$ cat src/rtl/sfu_pkg.sv
// Shared constants, types and arithmetic helpers for the steering force frame update core.
package sfu_pkg;

  localparam int FRAC_BITS = 16;
  localparam int ITER_STEPS = 32;

  localparam logic [30:0] MIN_DUR = 31'(((64'd1 << FRAC_BITS) + 64'd999) / 64'd1000);
  localparam logic [63:0] V2_EPS = (64'd1 << (2 * FRAC_BITS)) / 64'd1000000;
  localparam logic [17:0] HEAD_ONE = 18'(64'd1 << FRAC_BITS);

  localparam logic [30:0] MAX_FORCE_RST = 31'd655360;
  localparam logic [30:0] MAX_SPEED_RST = 31'd6553600;

  typedef enum logic [1:0] {
    CMD_ADD    = 2'd0,
    CMD_TFORCE = 2'd1,
    CMD_TIMP   = 2'd2,
    CMD_TICK   = 2'd3
  } cmd_t;

  typedef enum logic [1:0] {
    REG_ENABLE    = 2'd0,
    REG_MAX_FORCE = 2'd1,
    REG_MAX_SPEED = 2'd2
  } reg_idx_t;

  // request to the shared divide / square-root unit
  typedef struct packed {
    logic start;
    logic is_sqrt;
  } iter_req_t;

  function automatic logic [31:0] abs32(logic [31:0] x);
    return x[31] ? 32'(-x) : x;
  endfunction

  // clamp a magnitude to 2^31, apply the sign, saturate to 32 bits signed
  function automatic logic [31:0] sign_sat(logic [63:0] q, logic neg);
    logic [31:0] qc;
    qc = (q > 64'h8000_0000) ? 32'h8000_0000 : q[31:0];
    if (neg) return 32'(-qc);
    if (qc == 32'h8000_0000) return 32'h7FFF_FFFF;
    return qc;
  endfunction

  function automatic logic [31:0] sat_add(logic [31:0] a, logic [31:0] b);
    logic [32:0] s;
    s = {a[31], a} + {b[31], b};
    if (s[32] != s[31]) return s[32] ? 32'h8000_0000 : 32'h7FFF_FFFF;
    return s[31:0];
  endfunction

endpackage

$ cat src/rtl/sfu_iter.sv
// Shared iterative unit: 64/32 unsigned divide or 64-bit integer square root, one bit a cycle.
module sfu_iter import sfu_pkg::*; (
  input  logic        clk,
  input  logic        rst,
  input  iter_req_t   req,
  input  logic [63:0] num,
  input  logic [31:0] den,
  output logic        done,
  output logic [31:0] res
);

  logic        busy;
  logic        mode_sqrt;
  logic [5:0]  cnt;
  logic [34:0] rem;
  logic [63:0] work;
  logic [31:0] q;
  logic [31:0] den_r;
  logic [34:0] op_a;
  logic [34:0] op_b;
  logic [35:0] diff;
  logic        fits;
  logic        ovf;

  // quotient needs more than 32 bits: report all ones at once
  assign ovf = !req.is_sqrt && (num[63:32] >= den);

  // one shared subtract serves both the divide and the root step
  always_comb begin
    if (mode_sqrt) begin
      op_a = {rem[32:0], work[63:62]};
      op_b = {1'b0, q, 2'b01};
    end else begin
      op_a = {2'b00, rem[31:0], work[63]};
      op_b = {3'b000, den_r};
    end
    diff = {1'b0, op_a} - {1'b0, op_b};
    fits = ~diff[35];
  end

  always_ff @(posedge clk) begin
    if (rst) begin
      busy <= 1'b0;
      done <= 1'b0;
    end else begin
      done <= (req.start && ovf) || (!req.start && busy && (cnt == 6'd1));
      if (req.start) begin
        mode_sqrt <= req.is_sqrt;
        den_r     <= den;
        cnt       <= 6'(ITER_STEPS);
        if (req.is_sqrt) begin
          q    <= '0;
          rem  <= '0;
          work <= num;
          busy <= 1'b1;
        end else if (ovf) begin
          q    <= '1;
        end else begin
          q    <= '0;
          rem  <= {3'b000, num[63:32]};
          work <= {num[31:0], 32'd0};
          busy <= 1'b1;
        end
      end else if (busy) begin
        rem  <= fits ? diff[34:0] : op_a;
        q    <= {q[30:0], fits};
        work <= mode_sqrt ? {work[61:0], 2'b00} : {work[62:0], 1'b0};
        cnt  <= cnt - 6'd1;
        if (cnt == 6'd1) begin
          busy <= 1'b0;
        end
      end
    end
  end

  assign res = q;

endmodule
$ cat config.mk
export PLATFORM = sky130hd
export DESIGN_NAME = sfu_iter
export DESIGN_NICKNAME = d
export VERILOG_FILES = /design/src/rtl/sfu_pkg.sv /design/src/rtl/sfu_iter.sv
export SDC_FILE = /design/constraint.sdc
export NUM_CORES = 1
export LEC_CHECK = 0
export ABC_CLOCK_PERIOD_IN_PS = 10000
export BUFFER_PORTS_ARGS = -buffer_cell sky130_fd_sc_hd__buf_4
export CORE_UTILIZATION = 43
export CTS_BUF_LIST = sky130_fd_sc_hd__clkbuf_4
export CTS_CLUSTER_SIZE = 25
export DETAILED_ROUTE_END_ITERATION = 10
export PLACE_DENSITY = 0.64
export SLEW_MARGIN = 20
export SYNTH_ARGS = -nofsm -noshare
export SYNTH_HDL_FRONTEND = slang
export SYNTH_SLANG_ARGS = --single-unit
$ cat constraint.sdc
create_clock -name clk -period 10 [get_ports clk]
set_clock_uncertainty 0.1 [all_clocks]
set_input_delay 1 -clock clk [delete_from_list [all_inputs] [get_ports clk]]
set_output_delay 1 -clock clk [all_outputs]
set_load 0.03 [all_outputs]
==> Yosys cells after proc, flatten, opt, wreduce, memory -nomap -nowiden <==
Cells that the tools add are included.
{ "classes": {"addsub": 2, "n_mul": 0, "div": 0, "n_lt_le_gt_ge": 1, "n_eq_ne": 2, "n_shift": 0, "muxes": 22, "bitwise_logic": 2, "reduce_logical": 11} }
{ "op_table": {"columns": ["cell", "n"], "rows": [
  ["64-bit 2-to-1 mux", 5],
  ["33-bit 2-to-1 mux", 5],
  ["32-bit 2-to-1 mux", 4],
  ["35-bit by 34-bit subtractor with 36-bit output", 1],
  ["35-bit 2-to-1 mux", 1],
  ["34-bit 2-to-1 mux", 1],
  ["32-bit greater-or-equal comparator", 1],
  ["6-bit by 1-bit == test with 1-bit output (second input constant)", 1],
  ["6-bit 2-to-1 mux", 1],
  ["6-bit by 1-bit subtractor with 6-bit output (second input constant)", 1],
  ["1-bit 2-to-1 mux", 5],
  ["1-bit logical AND", 4],
  ["2-bit AND reduction", 2],
  ["3-bit inequality test (second input constant)", 1],
  ["3-bit AND reduction", 1],
  ["1-bit logical NOT", 2],
  ["1-bit NOT", 2],
  ["2-bit nonzero test", 1],
  ["1-bit logical OR", 1]
]} }
{ "word_totals": {"ff_bits": 170, "latch_bits": 0, "mem_bits_rw": 0, "rom_bits": 0, "out_inout_bits": 33, "wordCells": 48, "n_memories": 0} }

==> Logic depth before layout (Yosys ltp) <==
Gate-level depths: netlist (run 1).
{ "logic_depth": {"word_depth": 5, "mapped_depth": 17} }

==> Worst setup path after synthesis (run 1) <==
Ideal clock, no wire load.
{ "synth_path": {"path_type": "input port to flip-flop", "start": "in den[5]", "end": "reg rem[0] (enable)", "setup_time_ps": 672, "arrival_time_ps": 9138, "t_required_ps": 9228, "setup_slack_ps": 91, "path_stages": 11, "path_buffers": 1, "cell_sequence": "inv_1 ha_1 a21oi_1 nor2b_1 o21ai_0 nor4bb_1 o21ai_0 o2111ai_1 a211oi_1 clkbuf_1 nor3_1"} }
{ "synth_via": {"elab_chain_len": 4} }
{ "synth_rtl": {"columns": ["item", "line_no", "text"], "rows": [
  ["start, declared", "sfu_iter.sv:7", "input logic [31:0] den,"],
  ["32-bit greater-or-equal comparator", "sfu_iter.sv:26", "assign ovf = !req.is_sqrt && (num[63:32] >= den);"],
  ["1-bit logical AND", "sfu_iter.sv:26", null],
  ["3-bit inequality test (no source line)", null, null],
  ["3-bit AND reduction (no source line)", null, null],
  ["end signal, assigned", "sfu_iter.sv:60", "rem <= {3'b000, num[63:32]};"],
  ["end signal, assigned", "sfu_iter.sv:65", "rem <= fits ? diff[34:0] : op_a;"],
  ["end, declared", "sfu_iter.sv:15", "logic [34:0] rem;"]
]} }
Every way passes these cells.
A chain may end at the register's enable or synchronous reset.

==> Final worst setup path (run 1) <==
{ "layout_path": {"start": "reg mode_sqrt", "end": "reg q[0], in the netlist res[0], data pin"} }
{ "layout_via": {"elab_chain_len": 5, "elab_cells_between_ends": 6} }
{ "layout_rtl": {"columns": ["item", "line_no", "text"], "rows": [
  ["start, declared", "sfu_iter.sv:13", "logic mode_sqrt;"],
  ["start signal, assigned", "sfu_iter.sv:48", "mode_sqrt <= req.is_sqrt;"],
  ["35-bit 2-to-1 mux / 34-bit 2-to-1 mux (equally long branches)", "sfu_iter.sv:30", "if (mode_sqrt) begin"],
  ["35-bit by 34-bit subtractor with 36-bit output (*)", "sfu_iter.sv:37", "diff = {1'b0, op_a} - {1'b0, op_b};"],
  ["1-bit NOT (*)", "sfu_iter.sv:38", "fits = ~diff[35];"],
  ["32-bit 2-to-1 mux (*)", "sfu_iter.sv:64", "end else if (busy) begin"],
  ["32-bit 2-to-1 mux (*)", "sfu_iter.sv:47", "if (req.start) begin"],
  ["end signal, assigned", "sfu_iter.sv:66", "q <= {q[30:0], fits};"],
  ["end, declared", "sfu_iter.sv:17", "logic [31:0] q;"]
]} }
Mark *: on every way between the ends. The rest lies on a longest branch, timed or not. The select of a mux whose other input is x is not followed.

==> results of run 1 <==
-- worst max path at each step --
stage / slack, ns / to / depth (start not counted) / from
after global placement: 5.23 / res[0] / 12 / mode_sqrt
after CTS: 5.09 / rem[0] / 12 / mode_sqrt
after floorplan: 0.09 / rem[0] / 11 / den[5]
final: 5.05 / res[0] / 12 / mode_sqrt
after detailed placement: 5.11 / res[0] / 12 / mode_sqrt
after global routing: 4.68 / rem[0] / 12 / mode_sqrt
-- report_power, final --
group	switching (mW)	internal (mW)	leakage [nW]
sequential	0.0319	0.865	1.62
clock	0.286	0.133	0.151
combinational	0.408	0.284	3.60
total	0.725	1.28	5.38
-- flip-flops by register name, indices dropped and copies added (netlist names) --
signal	flops
work	64
rem	33
den_r	32
res	32
cnt	6
busy	1
done	1
mode_sqrt	1
-- layout by cell type (no fill, tap or decap), types with 12 or more instances in the layout --
cell type	netlist	layout
a211o_1	33	33
a211oi_1	38	37
a21o_1	20	20
a21oi_1	97	97
buf_4	2	145
clkbuf_4	0	17
edfxtp_1	168	168
ha_1	68	68
inv_1	48	48
mux2_2	33	33
mux2i_1	111	111
nand2_1	90	90
nand3_1	12	12
nand4_1	17	17
nor2_1	38	34
nor2b_1	37	37
nor3_1	15	14
o21ai_0	73	73
xnor2_1	17	17
-- final cells by class --
class / count / area share [%]
inverter: 49 / 1.43
tap: 335 / 3.25
multi-input combinational: 795 / 44.9
sequential: 170 / 39.5
timing repair buffer: 146 / 8.66
clock inverter: 15 / 1.20
clock buffer: 17 / 0.991
antenna: 4 / 0.0777
-- per-layer routing --
metal | part of all wire (%) | routed length, um | GRT usage, %
met3 | 5.6 | 1740 | 3.46
met1 | 47 | 14600 | 33.4
met4 | 1.0 | 308 | 5.68
met2 | 46 | 14300 | 36.8
met5 | 0 | 0 | 0
-- cells by family after synthesis --
family          Yosys count
compound gates          316
xor+xnor                 25
fa+ha+maj                69
buf+inv                 118
flops                   170
mux                     144
simple gates            241
-- critical path: cells and delay by family (launching register included) --
kind	cells	cell delay [ns]
DFF	1	0.39
muxes	1	0.43
adders and majority gates	1	0.37
and+or+nand+nor	5	1.53
AOI/OAI and AO/OA	3	0.58
buffers and inverters	2	1.26
==> summary.txt, run 1 <==
status = finished, violations left
failing checks = design-rule violations
DP Area = 12600 sq um
Syn. warnings = 0
critical path, cell by cell = buf_4, buf_4, mux2_2, ha_1, a21oi_1, nand2_1, o21a_1, o21ai_0, and3_4, or2_1, nor2_4, or3_1
GRT Total Usage = 23.3%
total power = 2.01 mW
Final WS setup = 5.05 ns
WHS Path Cells = 2
CTS sink count = 170
fin crit period = 4.95 ns
Rows = 59
cell area after synthesis = 11300 sq um
post-synthesis adder-cell area fraction = 7.69%
CP endpoint kind = flop
MaxCap Viol Count = 0
area of the multi-input gates = 5790 sq um
H-tree level count = 4
routed vias/inst = 5.78
Die W = 164 um
Synth Area in Simple Gates = 10.4%
fillers = 2410
share of post-route cells with drive strength above 1 = 18.8%
worst-path maximum fanout = 75
synth cell count leaders = 168 x edfxtp_1, 111 x mux2i_1, 97 x a21oi_1, 90 x nand2_1, 73 x o21ai_0
initial DRC count = 674
Residual DRC = 2
endpoints failing hold = 0
Mapped Nets = 1252
largest area contributor in the netlist = edfxtp_1
FF-to-FF path depth = 12
Yosys cell types = 64
hold buffers post-CTS = 0
DRT Pass-1 Iters = 10
Max transition margin = 26.8%
Finished Layout Cells = 1531
worst skew pair latency = 0.59 ns
FF-to-FF End = res[0]
# resized after CTS = 0
Seq. cell area = 5080 sq um
Final Cell Area = 12900 sq um
PwrDens = 156 nW/um^2
nets@finish = 1348
Crit path arrival time = 5.22 ns
final WL = 30900 um
Fmax = 202 MHz
Final period util = 49.5%
Post-Synthesis Cells = 1083
per-cell routed wire length = 20.2 um
post-synthesis xor/xnor area fraction = 1.93%
# setup viols final = 0
Post-CTS Repair Setup Buffers = 0
Hold EP = done
Setup TNS Final = 0 ns
area grow syn2layout = 13.8%
IO buf count = 132
area share of the largest cell type after synthesis = 44.5%
synth top area cells = edfxtp_1 45%, mux2i_1 9.8%, ha_1 7.5%
ys async rst share = 0%
initial antenna violation count = 1
die footprint = 27000 sq um
Startpoint Class = flop
number of I/O pins = 133
RSZ-0062 raised after global routing = false
Mean Syn Cell Area = 10.5 sq um
pin count of the biggest net entering global routing = 81
R2R Setup Slk = 5.05 ns
Vias = 8848
Final Wtd Congestion = 0.933
Worst Hold Class = reg -> reg
CTS tree = yes
DP Wirelength = 21900 um
placed insts = 1494
Worst-Margin Slew = 1.10 ns
Hold Slack = 0.458 ns
Crit path top cell by count = buf_4
Peak VDD IR = 74.7 uV
Worst-path clk slew = 0.16 ns
hold_sp = busy
final core occ = 49.7%
vias in the first global route = 8558
Die Ht = 164 um
top_reg_cell synth = edfxtp_1
max-slew violations = 0
CTS max path bufs = 2
leakage = 5.38 nW
post-synthesis sequential area ratio = 44.9%
first-pass GRT wire length = 47600 um
Setup WS pre-CTS = 5.11 ns
main combinational cell family by area after synthesis = compound AO/OA/AOI/OAI gates
FF-to-FF Start = mode_sqrt
mux cell area share after synthesis = 13.1%
Placeable Area = 25900 sq um
top-count cell post-synth = edfxtp_1
critical-path cell with the highest stage delay = buf_4
initial core utilization = 43.7%
Post-synth EDFFs = 168
Routed Antenna Nets = 0
Max stage delay on crit path = 0.80 ns
GRT Residual Overflow = 0
CTS buffer count = 17
Required @ worst endpoint = 10.26 ns
#FFs+latches synth = 170
Setup CP Type = reg -> reg
CTS Root Cell = clkbuf_4
Compound-Gate Fraction of Synth Area = 17.7%
Power figures use the tool's default switching activity.
==> inputs of run 2 (changes only) <==
ABC_CLOCK_PERIOD_IN_PS = 4200   (was 10000)
clock period = 4.2 ns   (was 10 ns; I/O delays follow)
==> summary.txt, run 2 (synthesis results as in run 1) <==
Reg with most FFs = work
Final Cell Area = 13700 sq um (+6.3%)
PwrDens = 366 nW/um^2 (+130%)
final core occ = 52.9% (+3.1 points)
initial core utilization = 43.7% (unchanged)
critical-path cell with the highest stage delay = edfxtp_1
WHS Path Cells = 3 (+1)
Peak VDD IR = 177 uV (+140%)
max-slew violations = 0 (unchanged)
per-cell routed wire length = 19.8 um (-2.1%)
routed vias/inst = 5.63 (-2.6%)
Worst Hold Class = in -> reg
IO buf count = 132 (unchanged)
first-pass GRT wire length = 48800 um (+2.5%)
CTS tree = yes
most frequent cells in the layout = 168 x edfxtp_1, 149 x buf_4, 111 x mux2i_1
commonest non-fill, non-tap cell in the layout = edfxtp_1
Setup CP Type = reg -> reg
MaxCap Viol Count = 0 (unchanged)
Die W = 164 um (unchanged)
CP delay by family, top = simple AND/OR/NAND/NOR gates
Fmax = 255 MHz (+26%)
biggest regs = work x64, rem x33
Buf/Inv on CP = 2 (unchanged)
Max transition margin = 35.2% (+8.4 points)
Max stage delay on crit path = 0.47 ns (-0.33 ns)
Final WS setup = 0.274 ns (-4.77 ns)
pin count of the biggest net entering global routing = 66 (-19%)
total power = 5.01 mW (+150%)
placed insts = 1503 (+0.60%)
GRT Total Usage = 23.9% (+0.61 points)
endpoints failing hold = 0 (unchanged)
Startpoint Class = flop
R2R Setup Slk = 0.27 ns (-4.77 ns)
hold_sp = num[20]
Die Ht = 164 um (unchanged)
FF-to-FF Start = mode_sqrt
vias in the first global route = 8804 (+2.9%)
Required @ worst endpoint = 4.44 ns (-5.82 ns)
share of post-route cells with drive strength above 1 = 19.3% (+0.56 points)
die footprint = 27000 sq um (unchanged)
nets@finish = 1413 (+4.8%)
GRT Residual Overflow = 0 (unchanged)
status = finished, final reports clean
number of I/O pins = 133 (unchanged)
leakage = 5.69 nW (+5.9%)
DP Wirelength = 22600 um (+3.2%)
area grow syn2layout = 20.9%
# setup viols final = 0 (unchanged)
FF-to-FF path depth = 12 (unchanged)
Hold EP = work[20]
Rows = 59 (unchanged)
Routed Antenna Nets = 0 (unchanged)
CTS max path bufs = 2 (unchanged)
Vias = 8959 (+1.3%)
Worst-Margin Slew = 0.968 ns (-0.129 ns)
Residual DRC = 0 (-2)
fin crit period = 3.93 ns (-1.03 ns)
Final Wtd Congestion = 0.930 (-0.30%)
Crit path arrival time = 4.17 ns (-1.05 ns)
CTS Root Cell = clkbuf_4
DP Area = 12800 sq um (+1.7%)
Worst-path clk slew = 0.16 ns (about the same)
initial DRC count = 643 (-4.6%)
max reg flops = 64 (unchanged)
final WL = 31500 um (+1.8%)
Final period util = 93.5% (+44 points)
RSZ-0062 raised after global routing = false
CTS sink count = 170 (unchanged)
Setup WS pre-CTS = 0.275 ns (-4.83 ns)
critical path, cell by cell = buf_12, mux2_2, ha_1, a21o_1, a31o_1, a221oi_2, and3_1, and3_4, or2_1, buf_4, or3_1, a32oi_1
initial antenna violation count = 1 (unchanged)
FF-to-FF End = rem[31]
DRT Pass-1 Iters = 5 (-5)
CP endpoint kind = flop
Placeable Area = 25900 sq um (unchanged)
worst skew pair latency = 0.59 ns (about the same)
Finished Layout Cells = 1592 (+4.0%)
worst-path maximum fanout = 46 (-39%)
H-tree level count = 4 (unchanged)
CTS buffer count = 17 (unchanged)
run 2: cell count changes in the layout (fill, tap and decap cells not counted), sizes merged:
cell / before / now
bufinv: 1 / 4
inv: 56 / 55
clkinvlp: 2 / 1
dlygate4sd3: 0 / 57
clkinv: 5 / 2
clkbuf: 17 / 18
diode: 4 / 1
buf: 146 / 154
run 2: layer usage:
| metal | track usage (%) | up-vias | wire length (um) |
|---|---|---|---|
| met4 | 5.43 | 0 | 443 |
| met1 | 33.9 | 4286 | 15000 |
| met5 | 0 | - | 0 |
| met2 | 38.2 | 239 | 14600 |
| met3 | 3.84 | 30 | 1500 |
| li1 | - | 4404 | - |
run 2: worst max-delay path by stage:
| stage | endpoint | start | depth (start not counted) | slack, ns |
|---|---|---|---|---|
| floorplan | rem[0] | den[13] | 10 | -0.38 |
| global placement | rem[31] | mode_sqrt | 12 | 0.40 |
| detailed placement | rem[31] | mode_sqrt | 12 | 0.27 |
| CTS | rem[0] | mode_sqrt | 11 | 0.28 |
| global route | rem[32] | mode_sqrt | 13 | 0.06 |
| finish | rem[31] | mode_sqrt | 12 | 0.27 |
run 2: layout make-up:
class	count	area, sq um
Inverter	49	201
Multi-Input combinational cell	795	5860
Fill cell	2353	12200
Clock inverter	13	205
Tap cell	335	419
Antenna cell	1	2.50
Clock buffer	18	135
Sequential cell	170	5080
Timing Repair Buffer	211	1790
run 2: where the power goes:
part | switching (mW) | internal, mW
logic | 0.988 | 0.741
registers | 0.0755 | 2.06
clock network | 0.648 | 0.497
run 2: worst register-to-register path: stages (launching register included):
cell      delay (ns)
edfxtp_1        0.47
buf_12          0.29
mux2_2          0.46
ha_1            0.39
a21o_1          0.22
a31o_1          0.21
a221oi_2        0.29
and3_1          0.19
and3_4          0.22
or2_1           0.38
buf_4           0.26
or3_1           0.13
a32oi_1         0.08
run 2: metrics by stage:
stage / hold WS, ns / TNS [ns]
after detailed placement: 0.459 / 0
after global placement: 0.448 / 0
after global routing: 0.00839 / 0
after CTS: 0.00293 / 0
final: 0.0354 / 0
after floorplan: 0.369 / -36.97
run 2: what timing repair did:
action	4_1_cts	5_1_grt
setup endpoints to repair	0	0
buffers inserted	0	0
hold endpoints to repair	57	0
gates resized for setup	0	0
hold buffers	57	0
==> inputs of run 3 (changes only) <==
BUFFER_PORTS_ARGS = -buffer_cell sky130_fd_sc_hd__buf_2   (was -buffer_cell sky130_fd_sc_hd__buf_4)
==> summary.txt, run 3 (synthesis results as in run 1) <==
status = finished, final reports clean
Final period util = 94.6% (+1.1 points)
CTS sink count = 170 (unchanged)
Setup WS pre-CTS = 0.279 ns (+0.00419 ns)
max-slew violations = 0 (unchanged)
worst-path maximum fanout = 43 (-6.5%)
CP endpoint kind = flop
Post-CTS Repair Setup Buffers = 0 (unchanged)
endpoints failing hold = 0 (unchanged)
FF-to-FF End = rem[31]
DRT Pass-1 Iters = 5 (unchanged)
R2R Setup Slk = 0.23 ns (-0.05 ns)
Final WS setup = 0.226 ns (-0.0480 ns)
Worst-path clk slew = 0.19 ns (+0.03 ns)
Worst-Margin Slew = 0.900 ns (-0.0679 ns)
PwrDens = 363 nW/um^2 (-0.66%)
# setup viols final = 0 (unchanged)
Vias = 9103 (+1.6%)
vias in the first global route = 8894 (+1.0%)
commonest non-fill, non-tap cell in the layout = edfxtp_1
GRT Residual Overflow = 0 (unchanged)
H-tree level count = 4 (unchanged)
CTS tree = yes
number of I/O pins = 133 (unchanged)
IO buf count = 132 (unchanged)
CP endpoint = rem[31]
FF-to-FF Start = mode_sqrt
Die W = 164 um (unchanged)
most frequent cells in the layout = 168 x edfxtp_1, 131 x buf_2, 111 x mux2i_1
Reg with most FFs = work
Final Wtd Congestion = 0.938 (+0.77%)
final WL = 31500 um (+0.11%)
area grow syn2layout = 17.8%
max reg flops = 64 (unchanged)
Fmax = 252 MHz (-1.2%)
MaxCap Viol Count = 0 (unchanged)
Required @ worst endpoint = 4.54 ns (+0.10 ns)
GRT Total Usage = 24.0% (+0.028 points)
Rows = 59 (unchanged)
Startpoint Class = flop
Residual DRC = 0 (unchanged)
worst skew pair latency = 0.62 ns (+0.03 ns)
placed insts = 1506 (+0.20%)
die footprint = 27000 sq um (unchanged)
first-pass GRT wire length = 49100 um (+0.55%)
leakage = 5.57 nW (-2.2%)
routed vias/inst = 5.71 (+1.5%)
Finished Layout Cells = 1594 (+0.13%)
Peak VDD IR = 190 uV (+7.0%)
Die Ht = 164 um (unchanged)
FF-to-FF path depth = 12 (unchanged)
Routed Antenna Nets = 0 (unchanged)
RSZ-0062 raised after global routing = false
biggest regs = work x64, rem x33
pin count of the biggest net entering global routing = 70 (+6.1%)
CTS buffer count = 17 (unchanged)
initial DRC count = 632 (-1.7%)
CTS Root Cell = clkbuf_4
per-cell routed wire length = 19.8 um (about the same)
nets@finish = 1413 (unchanged)
Setup TNS Final = 0 ns (unchanged)
initial core utilization = 43.7% (unchanged)
Crit path arrival time = 4.32 ns (+0.15 ns)
Placeable Area = 25900 sq um (unchanged)
Setup CP Type = reg -> reg
final core occ = 51.5% (-1.4 points)
fin crit period = 3.97 ns (+0.0480 ns)
Crit. Startpoint = mode_sqrt
initial antenna violation count = 1 (unchanged)
Max transition margin = 39.9% (+4.7 points)
DP Wirelength = 22700 um (+0.34%)
Worst Hold Class = in -> reg
share of post-route cells with drive strength above 1 = 19.6% (+0.30 points)
CTS max path bufs = 2 (unchanged)
-- run 3: critical path, stage by stage (launching register included) --
cell      delay, ns
edfxtp_1       0.48
buf_12         0.27
mux2_2         0.39
ha_1           0.40
a21o_1         0.23
a31o_1         0.21
a221oi_2       0.30
and3_1         0.20
and3_4         0.22
or2_1          0.39
buf_4          0.26
a21oi_1        0.08
a32oi_1        0.22
-- run 3: metal layers --
metal | vias up | global-route usage, % | wire, um
li1 | 4406 | - | -
met3 | 31 | 3.18 | 1730
met2 | 266 | 38.1 | 14500
met4 | 0 | 6.61 | 488
met1 | 4400 | 34.0 | 14800
met5 | - | 0 | 0
-- run 3: cell type report --
cell class / count / area (sq um)
repair buffers: 211 / 1470
clock buffers: 17 / 128
well taps: 335 / 419
flip-flops and latches: 170 / 5080
diodes: 2 / 5.00
inverters: 49 / 201
clock inverters: 15 / 176
fillers: 2356 / 12600
multi-input cells: 795 / 5860
-- run 3: timing repair --
item / in CTS / in global routing
endpoints found under the hold margin: 54 / 0
gates resized for setup: 0 / 0
hold buffers: 54 / 0
-- run 3: where the power goes --
| group | internal (mW) | switching (mW) | leakage, nW |
|---|---|---|---|
| combinational | 0.709 | 0.987 | 3.79 |
| clock | 0.279 | 0.737 | 0.161 |
| sequential | 2.06 | 0.0742 | 1.62 |
-- run 3: worst min path at each step --
| stage | endpoint | slack, ns | start | cells past startpoint |
|---|---|---|---|---|
| after detailed placement | busy | 0.45 | busy | 2 |
| after global routing | den_r[13] | 0.02 | den[13] | 1 |
| after global placement | busy | 0.45 | busy | 2 |
| after CTS | work[9] | 0.0006 | num[9] | 3 |
| after floorplan | done | 0.37 | busy | 2 |
| final | work[3] | 0.02 | num[3] | 3 |
-- run 3: stage by stage --
stage / area (sq um) / total power [mW] / hold WS (ns)
after global placement: 12500 / 3.80 / 0.447
after floorplan: 11400 / 3.36 / 0.369
after CTS: 13300 / 4.86 / 0.000632
after global routing: 13300 / 5.10 / 0.0173
after detailed placement: 12500 / 3.82 / 0.452
final: 13300 / 4.84 / 0.0226
